==> src/sv/music_string_note_parser_core_assert.svh <==
// Assertion macros for the music string note parser
`ifndef MUSIC_STRING_NOTE_PARSER_CORE_ASSERT_SVH
`define MUSIC_STRING_NOTE_PARSER_CORE_ASSERT_SVH
// a implies b on the same edge
`define MSNP_ASSERT_IMP(lbl, clk, rst_n, a, b, msg) \
    lbl: assert property (@(posedge clk) disable iff (!rst_n) (a) |-> (b)) else $error(msg);
// a implies b on the next edge
`define MSNP_ASSERT_NXT(lbl, clk, rst_n, a, b, msg) \
    lbl: assert property (@(posedge clk) disable iff (!rst_n) (a) |=> (b)) else $error(msg);
`endif

==> src/sv/msnp_pkg.sv <==
// Shared types and constants of the music string note parser
`timescale 1ns / 1ps
package msnp_pkg;
    localparam int DurationBitsDefault = 16;
    localparam logic [1:0] KIND_NOTE = 2'd0;
    localparam logic [1:0] KIND_GAP  = 2'd1;
    localparam logic [1:0] KIND_END  = 2'd2;
    localparam logic [7:0] REST_NOTE = 8'd255;

    // one classified character passed from front to back
    typedef struct packed {
        logic       stop;
        logic [7:0] ch;
    } t_cmd;

    // one result word
    typedef struct packed {
        logic [1:0]  kind;
        logic [7:0]  note;
        logic [15:0] dur;
        logic        last;
    } t_res;
endpackage

==> src/sv/music_string_note_parser_core.sv <==
// Top level of the music string note parser
`timescale 1ns / 1ps
// A closing or ending character with no divide goes to an emit state that registers its word.
// A note length runs the DURATION_BITS-bit restoring divider once.
// L runs it once and T twice before the next character is parsed.
// Throughput: one character in the back end at a time; a 2-entry queue decouples input.
// Reset: synchronous active-low i_rst_n restores default octave, tempo and length.
module music_string_note_parser_core
    import msnp_pkg::*;
#(
    parameter int DURATION_BITS = DurationBitsDefault
) (
    input  logic        i_clk,
    input  logic        i_rst_n,
    input  logic        i_valid,
    output logic        o_ready,
    input  logic        i_op,
    input  logic [7:0]  i_ch,
    output logic        o_valid,
    input  logic        i_ready,
    output logic [1:0]  o_kind,
    output logic [7:0]  o_note_number,
    output logic [15:0] o_duration_ms,
    output logic        o_last
);
    logic q_valid, q_ready;
    t_cmd q_data;
    t_res res;

    msnp_front u_front (
        .i_clk(i_clk), .i_rst_n(i_rst_n), .i_valid(i_valid), .o_ready(o_ready),
        .i_op(i_op), .i_ch(i_ch), .o_q_valid(q_valid), .i_q_ready(q_ready),
        .o_q_data(q_data)
    );

    msnp_back #(.DURATION_BITS(DURATION_BITS)) u_back (
        .i_clk(i_clk), .i_rst_n(i_rst_n), .i_q_valid(q_valid), .o_q_ready(q_ready),
        .i_q_data(q_data), .o_valid(o_valid), .i_ready(i_ready), .o_res(res)
    );

    assign o_kind        = res.kind;
    assign o_note_number = res.note;
    assign o_duration_ms = res.dur;
    assign o_last        = res.last;
endmodule

==> src/sv/msnp_front.sv <==
// Front end: accepts characters, folds case, drops spaces, queues commands
`timescale 1ns / 1ps
module msnp_front
    import msnp_pkg::*;
(
    input  logic       i_clk,
    input  logic       i_rst_n,
    input  logic       i_valid,
    output logic       o_ready,
    input  logic       i_op,
    input  logic [7:0] i_ch,
    output logic       o_q_valid,
    input  logic       i_q_ready,
    output t_cmd       o_q_data
);
    localparam int Depth = 2;
    t_cmd       r_mem [Depth];
    logic       r_wp, r_rp;
    logic [1:0] r_cnt;
    logic [7:0] w_lc;
    logic       w_acc, w_push, w_pop;

    assign o_ready   = (r_cnt != 2'(Depth));
    assign w_acc     = i_valid && o_ready;
    assign w_lc      = (i_ch >= 8'h41 && i_ch <= 8'h5a) ? i_ch + 8'h20 : i_ch;
    assign w_push    = w_acc && (i_op || (w_lc != 8'h20));
    assign o_q_valid = (r_cnt != 2'd0);
    assign w_pop     = o_q_valid && i_q_ready;
    assign o_q_data  = r_mem[r_rp];

    always_ff @(posedge i_clk) begin
        if (!i_rst_n) begin
            r_wp <= 1'b0;
            r_rp <= 1'b0;
            r_cnt <= 2'd0;
        end else begin
            if (w_push) begin
                r_mem[r_wp] <= '{stop: i_op, ch: w_lc};
                r_wp <= ~r_wp;
            end
            if (w_pop) r_rp <= ~r_rp;
            r_cnt <= r_cnt + 2'(w_push) - 2'(w_pop);
        end
    end
endmodule

==> src/sv/msnp_div.sv <==
// Shared restoring divider, one quotient bit per cycle
`timescale 1ns / 1ps
module msnp_div #(
    parameter int W = 16
) (
    input  logic         i_clk,
    input  logic         i_rst_n,
    input  logic         i_start,
    input  logic [W-1:0] i_num,
    input  logic [W-1:0] i_den,
    output logic         o_busy,
    output logic [W-1:0] o_quo
);
    localparam int CW = $clog2(W + 1);
    logic [W-1:0]  r_q, r_d;
    logic [W:0]    r_rem;
    logic [CW-1:0] r_cnt;
    logic          r_busy;
    logic [W:0]    w_sh;

    assign o_busy = r_busy;
    assign o_quo  = r_q;
    assign w_sh   = {r_rem[W-1:0], r_q[W-1]};

    always_ff @(posedge i_clk) begin
        if (!i_rst_n) begin
            r_busy <= 1'b0;
            r_cnt <= '0;
        end else if (i_start) begin
            r_busy <= 1'b1;
            r_cnt <= CW'(W);
            r_q <= i_num;
            r_d <= i_den;
            r_rem <= '0;
        end else if (r_busy) begin
            if (w_sh >= {1'b0, r_d}) begin
                r_rem <= w_sh - {1'b0, r_d};
                r_q <= {r_q[W-2:0], 1'b1};
            end else begin
                r_rem <= w_sh;
                r_q <= {r_q[W-2:0], 1'b0};
            end
            r_cnt <= r_cnt - 1'b1;
            if (r_cnt == CW'(1)) r_busy <= 1'b0;
        end
    end
endmodule

==> src/sv/msnp_back.sv <==
// Back end: parser state machine, settings, divides and result output
`timescale 1ns / 1ps
module msnp_back
    import msnp_pkg::*;
#(
    parameter int DURATION_BITS = DurationBitsDefault
) (
    input  logic i_clk,
    input  logic i_rst_n,
    input  logic i_q_valid,
    output logic o_q_ready,
    input  t_cmd i_q_data,
    output logic o_valid,
    input  logic i_ready,
    output t_res o_res
);
    `include "music_string_note_parser_core_assert.svh"
    localparam int DW = DURATION_BITS;
    localparam logic [DW-1:0] DurMax = '1;

    typedef enum logic [3:0] {
        PH_IDLE, PH_ARG_L, PH_ARG_O, PH_ARG_T, PH_MODE,
        PH_SHARP, PH_FLAT, PH_LEN, PH_DOTS
    } t_phase;
    // execution steps of the sequencer
    typedef enum logic [3:0] {
        S_FETCH, S_EXEC, S_DIV_WAIT, S_T_MUL, S_L_DIV, S_EMIT_NOTE, S_EMIT_GAP,
        S_EMIT_END, S_OUT
    } t_step;
    typedef enum logic [1:0] {D_LEN, D_LTYPE, D_TEMPO, D_DEFDUR} t_dsel;

    t_phase      r_ph;
    t_step       r_st;
    t_dsel       r_dsel;
    t_cmd        r_cmd;
    logic [7:0]  r_boct, r_noct, r_pnote;
    logic [DW-1:0] r_whole, r_defdur, r_pdur, r_dinc, r_gap;
    logic [15:0] r_ntype, r_acc;
    logic        r_stacc, r_prest;
    t_res        r_out;
    logic        r_ovalid;

    logic          w_start;
    logic [DW-1:0] w_num, w_den, w_quo;
    logic          w_busy;
    logic          r_dstart;
    logic [DW-1:0] r_dnum, r_dden;

    assign w_start = r_dstart;
    assign w_num   = r_dnum;
    assign w_den   = r_dden;

    msnp_div #(.W(DW)) u_div (
        .i_clk(i_clk), .i_rst_n(i_rst_n), .i_start(w_start),
        .i_num(w_num), .i_den(w_den), .o_busy(w_busy), .o_quo(w_quo)
    );

    assign o_q_ready = (r_st == S_FETCH) && !r_ovalid;
    assign o_valid   = r_ovalid;
    assign o_res     = r_out;

    logic [7:0]  c;
    logic        dig;
    logic [15:0] w_acc10;
    logic [DW:0] w_dsum;
    logic [DW+3:0] w_t10;
    logic [15:0] w_nz;
    assign c       = r_cmd.ch;
    assign dig     = (c >= 8'h30) && (c <= 8'h39);
    assign w_acc10 = 16'(r_acc * 16'd10) + 16'(c - 8'h30);
    assign w_dsum  = {1'b0, r_pdur} + {1'b0, r_dinc};
    assign w_t10   = {w_quo, 3'b0} + {3'b0, w_quo, 1'b0};
    assign w_nz    = (r_acc == 16'd0) ? 16'd1 : r_acc;

    function automatic logic [3:0] key_of(input logic [7:0] k);
        case (k)
            8'h63: key_of = 4'd0;
            8'h64: key_of = 4'd2;
            8'h65: key_of = 4'd4;
            8'h66: key_of = 4'd5;
            8'h67: key_of = 4'd7;
            8'h61: key_of = 4'd9;
            8'h62: key_of = 4'd11;
            default: key_of = 4'd0;
        endcase
    endfunction

    // characters that idle parsing consumes without ending the sequence
    function automatic logic is_cmd(input logic [7:0] k);
        case (k)
            8'h3e, 8'h3c, 8'h63, 8'h64, 8'h65, 8'h66, 8'h67, 8'h61, 8'h62, 8'h72,
            8'h6c, 8'h6f, 8'h74, 8'h6d, 8'h21: is_cmd = 1'b1;
            default: is_cmd = 1'b0;
        endcase
    endfunction

    // saturating dot add
    logic [DW-1:0] w_dot;
    assign w_dot = w_dsum[DW] ? DurMax : w_dsum[DW-1:0];

    // closing character re-parsed in idle either ends the sequence or makes no word
    logic          w_end_next;
    logic [DW-1:0] w_gap;
    assign w_end_next = !is_cmd(c);
    assign w_gap      = r_stacc ? {1'b0, r_pdur[DW-1:1]} : '0;

    always_ff @(posedge i_clk) begin
        if (!i_rst_n) begin
            r_st <= S_FETCH;
            r_ph <= PH_IDLE;
            r_dsel <= D_LEN;
            r_boct <= 8'd4;
            r_noct <= 8'd4;
            r_whole <= DW'(2000);
            r_ntype <= 16'd4;
            r_defdur <= DW'(500);
            r_stacc <= 1'b0;
            r_pnote <= '0;
            r_prest <= 1'b0;
            r_pdur <= '0;
            r_dinc <= '0;
            r_acc <= '0;
            r_ovalid <= 1'b0;
            r_dstart <= 1'b0;
            r_gap <= '0;
        end else begin
            r_dstart <= 1'b0;
            if (r_ovalid && i_ready) r_ovalid <= 1'b0;
            case (r_st)
                S_FETCH: begin
                    if (i_q_valid && !r_ovalid) begin
                        r_cmd <= i_q_data;
                        r_st <= i_q_data.stop ? S_EMIT_END : S_EXEC;
                    end
                end
                S_EXEC: begin
                    r_st <= S_FETCH;
                    case (r_ph)
                        PH_ARG_L, PH_ARG_O, PH_ARG_T: begin
                            if (dig) r_acc <= w_acc10;
                            else begin
                                r_acc <= '0;
                                r_ph <= PH_IDLE;
                                r_st <= S_EXEC;
                                if (r_ph == PH_ARG_O) begin
                                    r_boct <= r_acc[7:0];
                                    r_noct <= r_acc[7:0];
                                end else if (r_ph == PH_ARG_L) begin
                                    r_ntype <= w_nz;
                                    r_dnum <= r_whole;
                                    r_dden <= DW'(w_nz);
                                    r_dstart <= 1'b1;
                                    r_dsel <= D_LTYPE;
                                    r_st <= S_DIV_WAIT;
                                end else begin
                                    r_dnum <= DW'(24000);
                                    r_dden <= DW'(w_nz);
                                    r_dstart <= 1'b1;
                                    r_dsel <= D_TEMPO;
                                    r_st <= S_DIV_WAIT;
                                end
                            end
                        end
                        PH_MODE: begin
                            r_stacc <= (c != 8'h6c);
                            r_ph <= PH_IDLE;
                        end
                        PH_SHARP, PH_FLAT: begin
                            if (r_ph == PH_SHARP && (c == 8'h2b || c == 8'h23))
                                r_pnote <= r_pnote + 8'd1;
                            else if (c == 8'h2d) begin
                                r_pnote <= r_pnote - 8'd1;
                                r_ph <= PH_FLAT;
                            end else if (c > 8'h30 && c < 8'h39) begin
                                r_acc <= 16'(c - 8'h30);
                                r_ph <= PH_LEN;
                            end else if (c == 8'h2e) begin
                                r_pdur <= (({1'b0, r_pdur} + {2'b0, r_pdur[DW-1:1]})
                                           > {1'b0, DurMax}) ? DurMax
                                          : r_pdur + {1'b0, r_pdur[DW-1:1]};
                                r_dinc <= {1'b0, r_pdur[DW-1:1]} >> 1;
                                r_ph <= PH_DOTS;
                            end else begin
                                r_st <= S_EMIT_NOTE;
                            end
                        end
                        PH_LEN: begin
                            if (dig) r_acc <= w_acc10;
                            else begin
                                r_dnum <= r_whole;
                                r_dden <= DW'(w_nz);
                                r_dstart <= 1'b1;
                                r_dsel <= D_LEN;
                                r_st <= S_DIV_WAIT;
                            end
                        end
                        PH_DOTS: begin
                            if (c == 8'h2e) begin
                                r_pdur <= w_dot;
                                r_dinc <= r_dinc >> 1;
                            end else begin
                                r_st <= S_EMIT_NOTE;
                            end
                        end
                        PH_IDLE: begin
                            case (c)
                                8'h3e: r_noct <= r_noct + 8'd1;
                                8'h3c: r_noct <= r_noct - 8'd1;
                                8'h63, 8'h64, 8'h65, 8'h66, 8'h67, 8'h61, 8'h62,
                                8'h72: begin
                                    r_pnote <= 8'(key_of(c)) + 8'(r_noct * 8'd12);
                                    r_prest <= (c == 8'h72);
                                    r_pdur <= r_defdur;
                                    r_dinc <= '0;
                                    r_ph <= PH_SHARP;
                                end
                                8'h6c: begin r_acc <= '0; r_ph <= PH_ARG_L; end
                                8'h6f: begin r_acc <= '0; r_ph <= PH_ARG_O; end
                                8'h74: begin r_acc <= '0; r_ph <= PH_ARG_T; end
                                8'h6d: r_ph <= PH_MODE;
                                8'h21: begin
                                    r_boct <= 8'd4;
                                    r_noct <= 8'd4;
                                    r_whole <= DW'(2000);
                                    r_ntype <= 16'd4;
                                    r_defdur <= DW'(500);
                                    r_stacc <= 1'b0;
                                end
                                default: r_st <= S_EMIT_END;
                            endcase
                        end
                        default: begin
                            r_ph <= PH_IDLE;
                            r_st <= S_EXEC;
                        end
                    endcase
                end
                S_DIV_WAIT: begin
                    if (!r_dstart && !w_busy) begin
                        case (r_dsel)
                            D_LEN: begin
                                r_pdur <= w_quo;
                                if (c == 8'h2e) begin
                                    r_pdur <= (({1'b0, w_quo} + {2'b0, w_quo[DW-1:1]})
                                               > {1'b0, DurMax}) ? DurMax
                                              : w_quo + {1'b0, w_quo[DW-1:1]};
                                    r_dinc <= {1'b0, w_quo[DW-1:1]} >> 1;
                                    r_ph <= PH_DOTS;
                                    r_st <= S_FETCH;
                                end else begin
                                    r_st <= S_EMIT_NOTE;
                                end
                            end
                            D_LTYPE, D_DEFDUR: begin
                                r_defdur <= w_quo;
                                r_st <= S_EXEC;
                            end
                            D_TEMPO: r_st <= S_T_MUL;
                            default: r_st <= S_EXEC;
                        endcase
                    end
                end
                S_T_MUL: begin
                    r_whole <= (w_t10 > {4'b0, DurMax}) ? DurMax : w_t10[DW-1:0];
                    r_dnum <= (w_t10 > {4'b0, DurMax}) ? DurMax : w_t10[DW-1:0];
                    r_dden <= DW'(r_ntype);
                    r_dstart <= 1'b1;
                    r_dsel <= D_DEFDUR;
                    r_st <= S_DIV_WAIT;
                end
                S_EMIT_NOTE: begin
                    if (!r_ovalid || i_ready) begin
                        r_gap <= w_gap;
                        r_out.kind <= KIND_NOTE;
                        r_out.note <= r_prest ? REST_NOTE : r_pnote;
                        r_out.dur <= 16'(r_stacc ? (r_pdur - {1'b0, r_pdur[DW-1:1]})
                                                 : r_pdur);
                        if (r_stacc ? (r_pdur - {1'b0, r_pdur[DW-1:1]}) > DW'(16'hffff)
                                    : r_pdur > DW'(16'hffff))
                            r_out.dur <= 16'hffff;
                        r_out.last <= (w_gap == '0) && !w_end_next;
                        r_ovalid <= 1'b1;
                        r_noct <= r_boct;
                        r_pnote <= '0;
                        r_prest <= 1'b0;
                        r_pdur <= '0;
                        r_dinc <= '0;
                        r_acc <= '0;
                        r_ph <= PH_IDLE;
                        r_st <= S_EMIT_GAP;
                    end
                end
                S_EMIT_GAP: begin
                    if (r_gap == '0) r_st <= S_EXEC;
                    else if (!r_ovalid || i_ready) begin
                        r_out.kind <= KIND_GAP;
                        r_out.note <= REST_NOTE;
                        r_out.dur <= (r_gap > DW'(16'hffff)) ? 16'hffff : 16'(r_gap);
                        r_out.last <= !w_end_next;
                        r_ovalid <= 1'b1;
                        r_st <= S_EXEC;
                    end
                end
                S_EMIT_END: begin
                    if (!r_ovalid || i_ready) begin
                        r_out.kind <= KIND_END;
                        r_out.note <= REST_NOTE;
                        r_out.dur <= '0;
                        r_out.last <= 1'b1;
                        r_ovalid <= 1'b1;
                        r_noct <= r_boct;
                        r_pnote <= '0;
                        r_prest <= 1'b0;
                        r_pdur <= '0;
                        r_dinc <= '0;
                        r_acc <= '0;
                        r_ph <= PH_IDLE;
                        r_st <= S_FETCH;
                    end
                end
                S_OUT: r_st <= S_FETCH;
                default: r_st <= S_FETCH;
            endcase
        end
    end

    `MSNP_ASSERT_IMP(a_fetch_no_out, i_clk, i_rst_n, o_q_ready, !r_ovalid,
        "fetch while result pending")
    `MSNP_ASSERT_NXT(a_end_last, i_clk, i_rst_n,
        (r_st == S_EMIT_END) && (!r_ovalid || i_ready), o_res.last,
        "end result lacks last")
    `MSNP_ASSERT_IMP(a_div_idle, i_clk, i_rst_n, r_st == S_FETCH, !w_busy,
        "divider busy while fetching")
endmodule
==> config.mk <==
export PLATFORM = sky130hd
export DESIGN_NAME = music_string_note_parser_core
export DESIGN_NICKNAME = d
export VERILOG_FILES = /design/src/sv/msnp_pkg.sv /design/src/sv/music_string_note_parser_core.sv /design/src/sv/msnp_front.sv /design/src/sv/msnp_div.sv /design/src/sv/msnp_back.sv
export VERILOG_INCLUDE_DIRS = /design/src /design/src/sv
export SDC_FILE = /design/constraint.sdc
export NUM_CORES = 1
export LEC_CHECK = 0
export ABC_AREA = 1
export BUFFER_PORTS_ARGS = -buffer_cell sky130_fd_sc_hd__buf_2
export CAP_MARGIN = 20
export CORE_AREA = 2 2 190 192
export DETAILED_ROUTE_END_ITERATION = 6
export DIE_AREA = 0 0 192 194
export HOLD_SLACK_MARGIN = 0.1
export PLACE_DENSITY = 0.76
export SKIP_LAST_GASP = 1
export SLEW_MARGIN = 15
export SYNTH_ARGS = -nofsm -noshare
export SYNTH_HDL_FRONTEND = slang
export SYNTH_SLANG_ARGS = --single-unit
==> constraint.sdc <==
create_clock -name i_clk -period 4.8 [get_ports i_clk]
set_input_delay 0 -clock i_clk [delete_from_list [all_inputs] [get_ports i_clk]]
set_output_delay 0 -clock i_clk [all_outputs]
set_load 0.05 [all_outputs]
==> After elaboration in Yosys (flattened, before gate mapping) <==
Memories as Yosys holds them, arrays and structs flattened. A register that Yosys moved wholly into a read port is not among the register bits.
Index checks and enable logic that the tools add are counted.
{ "word_totals": {"romBits": 0, "word_cells": 370, "reg_bits": 275, "ramBits": 18, "mem_count": 1, "latch_bits": 0, "inputBits": 13} }
{ "memory_table": {"columns": ["memory", "depth", "word_bits", "read_ports", "rd_clocked_by_memory_dff", "wr", "line", "source"], "rows": [
  ["u_front.r_mem", 2, 9, 1, 1, 1, "msnp_front.sv:17", "t_cmd r_mem [Depth];"]
]} }
{ "classes": {"shift": 0, "magnitude_cmp": 13, "mux": 156, "bitwise_logic": 3, "add_sub_neg": 19, "n_reduce_logical": 62, "eq_ne": 81, "multipliers": 2, "div_mod_pow": 0} }
{ "ops": {"columns": ["cell", "n"], "rows": [
  ["16-bit 2-to-1 mux", 54],
  ["16-bit case mux with 2 select lines", 8],
  ["16-bit case mux with 3 select lines", 4],
  ["27-bit 2-to-1 mux", 4],
  ["8-bit by 7-bit == test with 1-bit output (second input constant)", 12],
  ["4-bit 2-to-1 mux", 21],
  ["27-bit case mux with 3 select lines", 1],
  ["8-bit 2-to-1 mux", 10],
  ["8-bit case mux with 2 select lines", 5],
  ["16-bit case mux with 4 select lines", 1],
  ["8-bit by 6-bit == test with 1-bit output (second input constant)", 7],
  ["16-bit > comparator (second input constant)", 3],
  ["16-bit logical NOT", 3],
  ["4-bit case mux with 6 select lines", 2],
  ["16-bit by 15-bit adder with 17-bit output", 2],
  ["17-bit by 16-bit > comparator with 1-bit output (second input constant)", 2],
  ["16-bit by 15-bit adder with 16-bit output", 2],
  ["4-bit by 3-bit == test with 1-bit output (second input constant)", 7],
  ["4-bit case mux with 7 select lines", 1],
  ["5-bit AND reduction", 5],
  ["2-bit by 1-bit inequality test with 1-bit output (second input constant)", 12],
  ["3-bit by 2-bit inequality test with 1-bit output (second input constant)", 8],
  ["3-bit inequality test (second input constant)", 8],
  ["4-bit case mux with 3 select lines", 2],
  ["other kinds (67)", 152]
]} }

==> Logic depth before layout (Yosys ltp) <==
Gate-level depths: netlist of run 1.
{ "depth": {"ltp_word": 10, "ltp_mapped": 22} }

==> Modules after synthesis <==
From an unflattened synthesis of run 1, not the netlist that was laid out.
{ "hier_totals": {"cells_unflattened": 3135, "area_unflattened_um2": 21398.0} }
{ "by_module_without_submodules": {"columns": ["module", "area_per_inst_um2", "cells_per_inst", "n_inst"], "rows": [
  ["msnp_back", 16961.3, 2602, 1],
  ["msnp_div", 3398.3, 445, 1],
  ["msnp_front", 1038.5, 88, 1]
]} }

==> Worst setup path after synthesis of run 1 <==
Ideal clock, no wire load.
{ "synth_timing": {"kind": "flip-flop to flip-flop", "start": "register u_back.r_cmd, in the netlist u_back.c[4]", "end": "register u_back.r_dden[0], enable pin", "setup_ps": 421, "t_arrival_ps": 2939, "period_less_slack_ps": 3360, "path_stages_with_launch": 12, "required_ps": 4379, "path_buffers": 0, "setup_slack_ps": 1440, "path_cell_list": "edfxtp_1 ha_1 nand2_1 nor2_1 nand3_1 nand2_1 nand2_1 nand2_1 o21ai_0 o21ai_0 inv_1 nor2_1"} }
{ "synth_between": {"elab_chain_len": 4} }
{ "synth_rtl": {"columns": ["element", "line", "source"], "rows": [
  ["from (decl)", "msnp_back.sv:35", "t_cmd r_cmd;"],
  ["from (signal assigned)", "msnp_back.sv:132", "r_cmd <= i_q_data;"],
  ["8-bit by 6-bit greater-or-equal comparator with 1-bit output or 8-bit by 6-bit less-or-equal comparator with 1-bit output (tied branches)", "msnp_back.sv:69", "assign dig = (c >= 8'h30) && (c <= 8'h39);"],
  ["1-bit logical AND (*)", "msnp_back.sv:69", null],
  ["3-bit inequality test (no source line)", null, null],
  ["6-bit AND reduction (no source line) (*)", null, null],
  ["to (signal assigned)", "msnp_back.sv:151", "r_dden <= DW'(w_nz);"],
  ["to (signal assigned)", "msnp_back.sv:157", "r_dden <= DW'(w_nz);"],
  ["to (signal assigned)", "msnp_back.sv:191", "r_dden <= DW'(w_nz);"],
  ["to (decl)", "msnp_back.sv:47", "logic [DW-1:0] r_dnum, r_dden;"]
]} }
Every way passes the cells marked *; elsewhere a longest branch is shown, timed or not.
A chain may end at the register's enable or synchronous reset.

==> Final worst setup path of run 1 <==
{ "layout_timing": {"start": "register u_back.r_acc[1]", "end": "register u_back.r_acc[15]"} }
{ "layout_between": {"elab_chain_len": 5} }
{ "layout_rtl": {"columns": ["element", "line", "source"], "rows": [
  ["from (decl)", "msnp_back.sv:38", "logic [15:0] r_ntype, r_acc;"],
  ["from (signal assigned)", "msnp_back.sv:140", "if (dig) r_acc <= w_acc10;"],
  ["from (signal assigned)", "msnp_back.sv:175", "r_acc <= 16'(c - 8'h30);"],
  ["from (signal assigned)", "msnp_back.sv:188", "if (dig) r_acc <= w_acc10;"],
  ["16-bit by 3-bit multiplier with 15-bit output (*)", "msnp_back.sv:70", "assign w_acc10 = 16'(r_acc * 16'd10) + 16'(c - 8'h30);"],
  ["16-bit adder (*)", "msnp_back.sv:70", null],
  ["16-bit 2-to-1 mux, on equally long branches", "msnp_back.sv:188, msnp_back.sv:140", null],
  ["16-bit case mux with 4 select lines (*)", "msnp_back.sv:138", "case (r_ph)"],
  ["16-bit case mux with 2 select lines (*)", "msnp_back.sv:129", "case (r_st)"]
]} }
Every way passes the cells marked *; elsewhere a longest branch is shown, timed or not. The select of a mux whose other input is x is not followed.

==> results of run 1 <==
## layout by cell type (no fill, tap or decap), types with 13 or more instances in the layout
cell type / n
nand2_1: 752
inv_1: 357
a21oi_1: 280
nor2_1: 269
o21ai_0: 238
nand3_1: 201
dfxtp_1: 153
ha_1: 152
edfxtp_1: 133
xor2_1: 52
buf_2: 41
nand4_1: 37
clkbuf_16: 35
xnor2_1: 30
nor3_1: 25
dlygate4sd3_1: 13
## state kept, by name (all words and copies together), names as in the netlist, 16 cells and up, named ones only
register / count
u_back.u_div.o_quo: 16
u_back.r_dnum: 16
u_front.r_mem: 18
u_back.r_whole: 16
u_back.u_div.r_rem: 16
u_back.r_dden: 16
u_back.u_div.r_d: 16
u_back.r_acc: 16
u_back.o_res: 27
u_back.r_ntype: 16
u_back.r_pdur: 16
u_back.r_defdur: 16
## worst max path at each step
stage                          from                to  slack [ps]  cells past startpoint
finish              u_back.r_acc[1]  u_back.r_acc[15]        1320                     18
global route        u_back.r_acc[1]  u_back.r_acc[15]        1040                     18
CTS                 u_back.r_acc[1]  u_back.r_acc[15]        1330                     18
detailed placement  u_back.r_acc[1]  u_back.r_acc[15]        1350                     18
global placement    u_back.r_acc[1]  u_back.r_acc[15]        1450                     18
floorplan               u_back.c[4]  u_back.r_dden[0]        1440                     11
## cells by family (layout without fill, tap and decap cells)
family / Yosys count / count (layout)
simple gates: 1351 / 1351
compound gates: 604 / 604
buf+inv: 462 / 499
flops: 286 / 286
fa+ha+maj: 164 / 164
xor+xnor: 82 / 82
mux: 9 / 9
## what timing repair did
| item | in CTS | in global routing |
|---|---|---|
| hold buffers | 13 | 0 |
| endpoints found under the hold margin | 35 | 0 |
| buffers inserted | 0 | 0 |
## metrics by stage
step	total power, uW	utilization (%)	instances	setup slack (ps)
6_report	12800	63.8	3456	1320
5_1_grt	13800	63.8	3456	1040
4_1_cts	12700	63.7	3454	1330
3_5_place_dp	10100	60.3	3382	1350
3_3_place_gp	9970	60.3	3382	1450
2_1_floorplan	8430	-	2958	1440
## critical path, cell delays in order (launching register included)
cell	delay, ps
dfxtp_1	450
ha_1	280
ha_1	230
fa_1	430
a21oi_1	210
o21ai_0	160
nand2_1	90
nand2_1	50
a21oi_1	160
xnor2_1	170
ha_1	300
a21oi_1	150
o21ai_0	90
a21oi_1	110
nand2_1	100
nand3_1	110
nand3_1	80
nand3_1	100
a21oi_1	60
## layout make-up
cell class | instances | area [um2] | share of cell area, %
Clock inverter | 16 | 181 | 0.807
Tap cell | 461 | 577 | 2.56
Clock buffer | 43 | 885 | 3.93
Timing Repair Buffer | 67 | 454 | 2.02
Sequential cell | 286 | 7060 | 31.4
Inverter | 373 | 1400 | 6.23
Multi-Input combinational cell | 2210 | 11900 | 53.1
## synth_stat cells, types with 37 or more instances
master,n
nand2_1,752
inv_1,357
o21ai_0,238
nand4_1,37
clkbuf_1,65
edfxtp_1,133
nand3_1,201
dfxtp_1,153
nor2_1,272
a21oi_1,280
ha_1,152
xor2_1,52
## where the power goes
| part | internal (uW) | switching (uW) | leakage, uW |
|---|---|---|---|
| clock | 1480 | 1060 | 0.000507 |
| combinational | 2170 | 4530 | 0.00750 |
| sequential | 3070 | 509 | 0.00245 |
| total | 6720 | 6100 | 0.0105 |
## routing by layer
metal	vias to the layer above	track usage, %	part of all wire [%]
met1	9415	45.5	45
met3	111	4.27	7.0
met2	758	51.4	45
met5	-	0	0
li1	9859	-	-
met4	0	10.3	3.2
==> impl_metrics.tcl, run 1 <==
set metrics [dict create \
    outcome "complete, no violations" \
    remaining_drc_errors 0 \
    rows 69 \
    whs_endpoint "u_front.r_mem[0][8]" \
    cts_root_buffer "clkbuf_16" \
    netlist_area_um2 20800 \
    hold_path.startpoint "i_op" \
    finalWirelength_um 60100 \
    period_minus_slack_ps 3480 \
    async_flop_share_pct 0 \
    combinational_family_with_the_most_area_after_synthesis "simple AND/OR/NAND/NOR gates" \
    synth_largest_type_area_fraction_pct 19.2 \
    post_synth_mux_area_share_pct 0.488 \
    netlist_instances 2958 \
    track_usage_pct 32.3 \
    globalRouteOverflowTotal 0 \
    detail_route.wl_per_cell_um 17.4 \
    avgSynthCellArea_um2 7.02 \
    yosys.area_share.xor_xnor_pct 3.46 \
    synthTopCellsByArea "edfxtp_1, dfxtp_1, nand2_1" \
    final_max_slew_viols 0 \
    synth.distinct_cells 56 \
    num-nets-final 3149 \
    post_cts_gate_resize_count 0 \
    cp_data_arrival_time_ps 3870 \
    placedInstanceArea_um2 21300 \
    startpoint_type "register" \
    grt_first_pass_wirelength_um 96800 \
    grt_antenna_before_repair 0 \
    fin_hold_ws_ps 224 \
    start_util_pct 58.9 \
    place_hpwl_um 45200 \
    adder_cell_fraction_of_synth_area_pct 10.3 \
    maxClockFrequency_mhz 287 \
    cts_inserted_buffers 34 \
    placement.io_buffers 41 \
    worst-endpoint-required_ps 5190 \
    cts_sinks 286 \
    antenna-diode-count 0 \
    post-route-period-util_pct 72.6 \
    final_setup_violation_count 0 \
    gp_congestion 0.957 \
    unrepaired_setup_endpoints_after_global_routing "false" \
    initialDrtViolationCount 2100 \
    number_of_warnings_printed_during_yosys_synthesis 0 \
    clk_pin_slew_ps 60 \
    design.die.area_um2 37200 \
    sequential_area_share_after_synthesis_pct 34.0 \
    worst-r2r-cell-count 18 \
    worst-r2r-setup-slack_ps 1320 \
    worstHoldPathCells 2 \
    end_kind "register" \
    synth_simple_gate_area_share_pct 27.6 \
    worst-slew-pin-transition_ps 1030 \
    synth-compound-area-share_pct 15.6 \
    min_path_type "in -> reg" \
    drtPass1Iterations 7 \
    top_level_ports 42 \
    ir_drop_mv 0.452 \
    path_max_fanout 5 \
    layout-drive-gt1-share_pct 5.81 \
    pin_count_of_the_biggest_net_entering_global_routing 62 \
    die_width_um 192 \
    synth-seq-cells 286 \
    cts.htree.levels 2 \
    maxSlewHeadroom_pct 31.1 \
    synth_largest_area_cell "edfxtp_1" \
    synth_enable_flop_cells 133 \
    worst_r2r_end "u_back.r_acc[15]" \
    detailroute.via_count 20143 \
    ctsLongestPathBuffers 3 \
    total_negative_slack_ps 0 \
    regToRegStartpoint "u_back.r_acc[1]" \
    max_cap_violations 0 \
    powerDensity_nw_per_um2 570 \
    synth_flop_cell "dfxtp_1" \
    first_global_vias 18735 \
    design_area_um2 22500 \
    avgViaCountPerCell 5.83 \
    postSynthNetCount 3135 \
    hold_viol 0 \
    clkLatencyLatePin_ps 540 \
    tritoncts_clock_tree "yes" \
    leakage_uw 0.0105 \
    die_h_um 194 \
    antenna_violating_nets_post_route 0 \
    critical_path_class "reg -> reg" \
    layout.filler_cells 3231 \
    placeableCoreArea_um2 35200 \
    fin_skew_ps 33.2 \
    syn2layout_area_growth_pct 8.30 \
]
(Power assumes the default switching activity.)
==> run 2: changes to the inputs <==
- clock period: 4.8 -> 3.3 ns (I/O delays scaled with it)
==> run 2 against run 1 <==
Compared with the run above: die area stayed put; worst setup slack worse by 1300 ps; register-to-register slack worse by 1300 ps; largest power group unchanged; critical path depth is 2 higher.
==> impl_metrics.tcl, run 2 (synthesized netlist as in run 1, its figures left out) <==
set metrics [dict create \
    outcome "complete, no violations" \
    antenna_violating_nets_post_route 0 \
    remaining_drc_errors 0 \
    end_kind "register" \
    leakage_uw 0.0108 \
    min_path_type "in -> reg" \
    clkLatencyLatePin_ps 540 \
    layout.cells.most_common_list "nand2_1, inv_1, a21oi_1" \
    largest_reg_flops 27 \
    hold_viol 0 \
    tritoncts_clock_tree "yes" \
    cp_data_arrival_time_ps 3680 \
    period_minus_slack_ps 3270 \
    worst-endpoint-required_ps 3700 \
    ctsLongestPathBuffers 3 \
    maxClockFrequency_mhz 305 \
    num-nets-final 3209 \
    grt_first_pass_wirelength_um 99400 \
    fin_skew_ps 9.54 \
    final_core_utilization_pct 66.1 \
    drtPass1Iterations 6 \
    startpoint_type "register" \
    cts_root_buffer "clkbuf_16" \
    placement.io_buffers 41 \
    setup.worst_path.start "u_back.r_acc[5]" \
    avgViaCountPerCell 5.76 \
    initialDrtViolationCount 1735 \
    critical_path_class "reg -> reg" \
    globalRouteOverflowTotal 0 \
    place_hpwl_um 47000 \
    final_max_slew_viols 0 \
    grt_antenna_before_repair 0 \
    rows 69 \
    layout.filler_cells 3074 \
    unrepaired_setup_endpoints_after_global_routing "true" \
    critical_path.endpoint "u_back.r_acc[15]" \
    path_max_fanout 5 \
    die_h_um 194 \
    max_cap_violations 0 \
    start_util_pct 58.9 \
    ir_drop_mv 0.547 \
    layout-drive-gt1-share_pct 9.42 \
    worst-r2r-setup-slack_ps 30 \
    pin_count_of_the_biggest_net_entering_global_routing 45 \
    placed_cells 3434 \
    cts.htree.levels 2 \
    detail_route.wl_per_cell_um 17.7 \
    first_global_vias 19091 \
    finalWirelength_um 62400 \
    placeableCoreArea_um2 35200 \
    worst-r2r-cell-count 20 \
    track_usage_pct 33.4 \
    cts_inserted_buffers 34 \
    powerDensity_nw_per_um2 822 \
    regToRegStartpoint "u_back.r_acc[5]" \
    die_width_um 192 \
    gp_congestion 0.975 \
    most_common_cell_after_layout_fill_and_taps_aside "nand2_1" \
    worst-slew-pin-transition_ps 820 \
    final_cell_count_no_fill 3518 \
    detailroute.via_count 20275 \
    top_level_ports 42 \
    post-route-period-util_pct 99.2 \
    syn2layout_area_growth_pct 12.1 \
    design.die.area_um2 37200 \
    clk_pin_slew_ps 60 \
    final_setup_violation_count 0 \
    worst_r2r_end "u_back.r_acc[15]" \
    maxSlewHeadroom_pct 45.1 \
    cts_sinks 286 \
]
run 2: cell types whose count changed in the layout (fill, tap and decap cells not counted), moves of 7 or more:
| cell | change |
|---|---|
| buf_4 | +60 |
| nand2_1 | -8 |
| ha_4 | +12 |
| a21oi_2 | +7 |
| ha_1 | -13 |
| a21oi_1 | -7 |
run 2: where the power goes:
group	leakage (uW)	switching (uW)	internal [uW]
clock	0.000522	1560	2130
combinational	0.00783	6920	3410
sequential	0.00246	639	4470
total	0.0108	9120	10000
run 2: worst max-delay path, stage by stage, from the launching register on:
cell and delay, ps:
dfxtp_4 380, ha_4 250, ha_4 290, nand2_2 50
nor2_2 110, nor2_2 60, nor2_1 130, nor2_2 70
o21ai_2 190, a31oi_2 120, xnor2_1 230, ha_2 360
nand2_4 110, buf_4 110, o21ai_0 80, a21oi_1 150
nand2_2 100, nand3_2 110, nand3_2 80, nand3_2 100
a21oi_1 60
run 2: stage by stage:
stage	setup TNS (ps)	hold slack (ps)	setup WS (ps)	total power [uW]	cell area, um2
finish	0	116	25.5	19100	23300
global route	-210	211	-83.1	20600	23300
CTS	-6.27	106	-6.27	18800	22900
detailed placement	-65.5	215	-65.5	15000	21700
global placement	-40.5	208	-40.5	14800	21700
floorplan	0	98.9	234	12300	20800
run 2: worst min-delay path by stage:
| stage | start | to | slack [ps] | cells past startpoint |
|---|---|---|---|---|
| 3_5_place_dp | i_op | u_front.r_mem[0][8] | 220 | 1 |
| 5_1_grt | i_valid | u_front.r_mem[1][6] | 210 | 4 |
| 6_report | i_valid | u_front.r_cnt[0] | 120 | 7 |
| 3_3_place_gp | i_op | u_front.r_mem[0][8] | 210 | 1 |
| 2_1_floorplan | i_ch[0] | u_front.r_mem[0][0] | 100 | 0 |
| 4_1_cts | i_valid | u_front.r_cnt[0] | 110 | 7 |
run 2: routing by layer:
metal  vias up  GRT usage, %  part of all wire, %
li1       9983             -                    -
met1      9387          46.9                   44
met2       770          52.0                   45
met3       135          5.07                  7.2
met4         0          12.5                  3.7
met5         -             0                    0
run 2: area by class of cell:
| cell class | instances | area, um2 | area share (%) |
|---|---|---|---|
| multi-input combinational | 2210 | 12200 | 52.6 |
| timing repair buffer | 127 | 900 | 3.87 |
| clock inverter | 14 | 123 | 0.527 |
| inverter | 373 | 1400 | 6.02 |
| sequential | 286 | 7070 | 30.4 |
| clock buffer | 46 | 958 | 4.12 |
| antenna | 1 | 2.50 | 0.0108 |
| tap | 461 | 577 | 2.48 |
run 2: repair_timing:
action | 4_1_cts | 5_1_grt
endpoints found under the hold margin | 29 | 0
pin swaps | 1 | 30
setup buffers | 0 | 10
hold buffers | 13 | 0
gates resized for setup | 3 | 65
setup endpoints to repair | 2 | 7
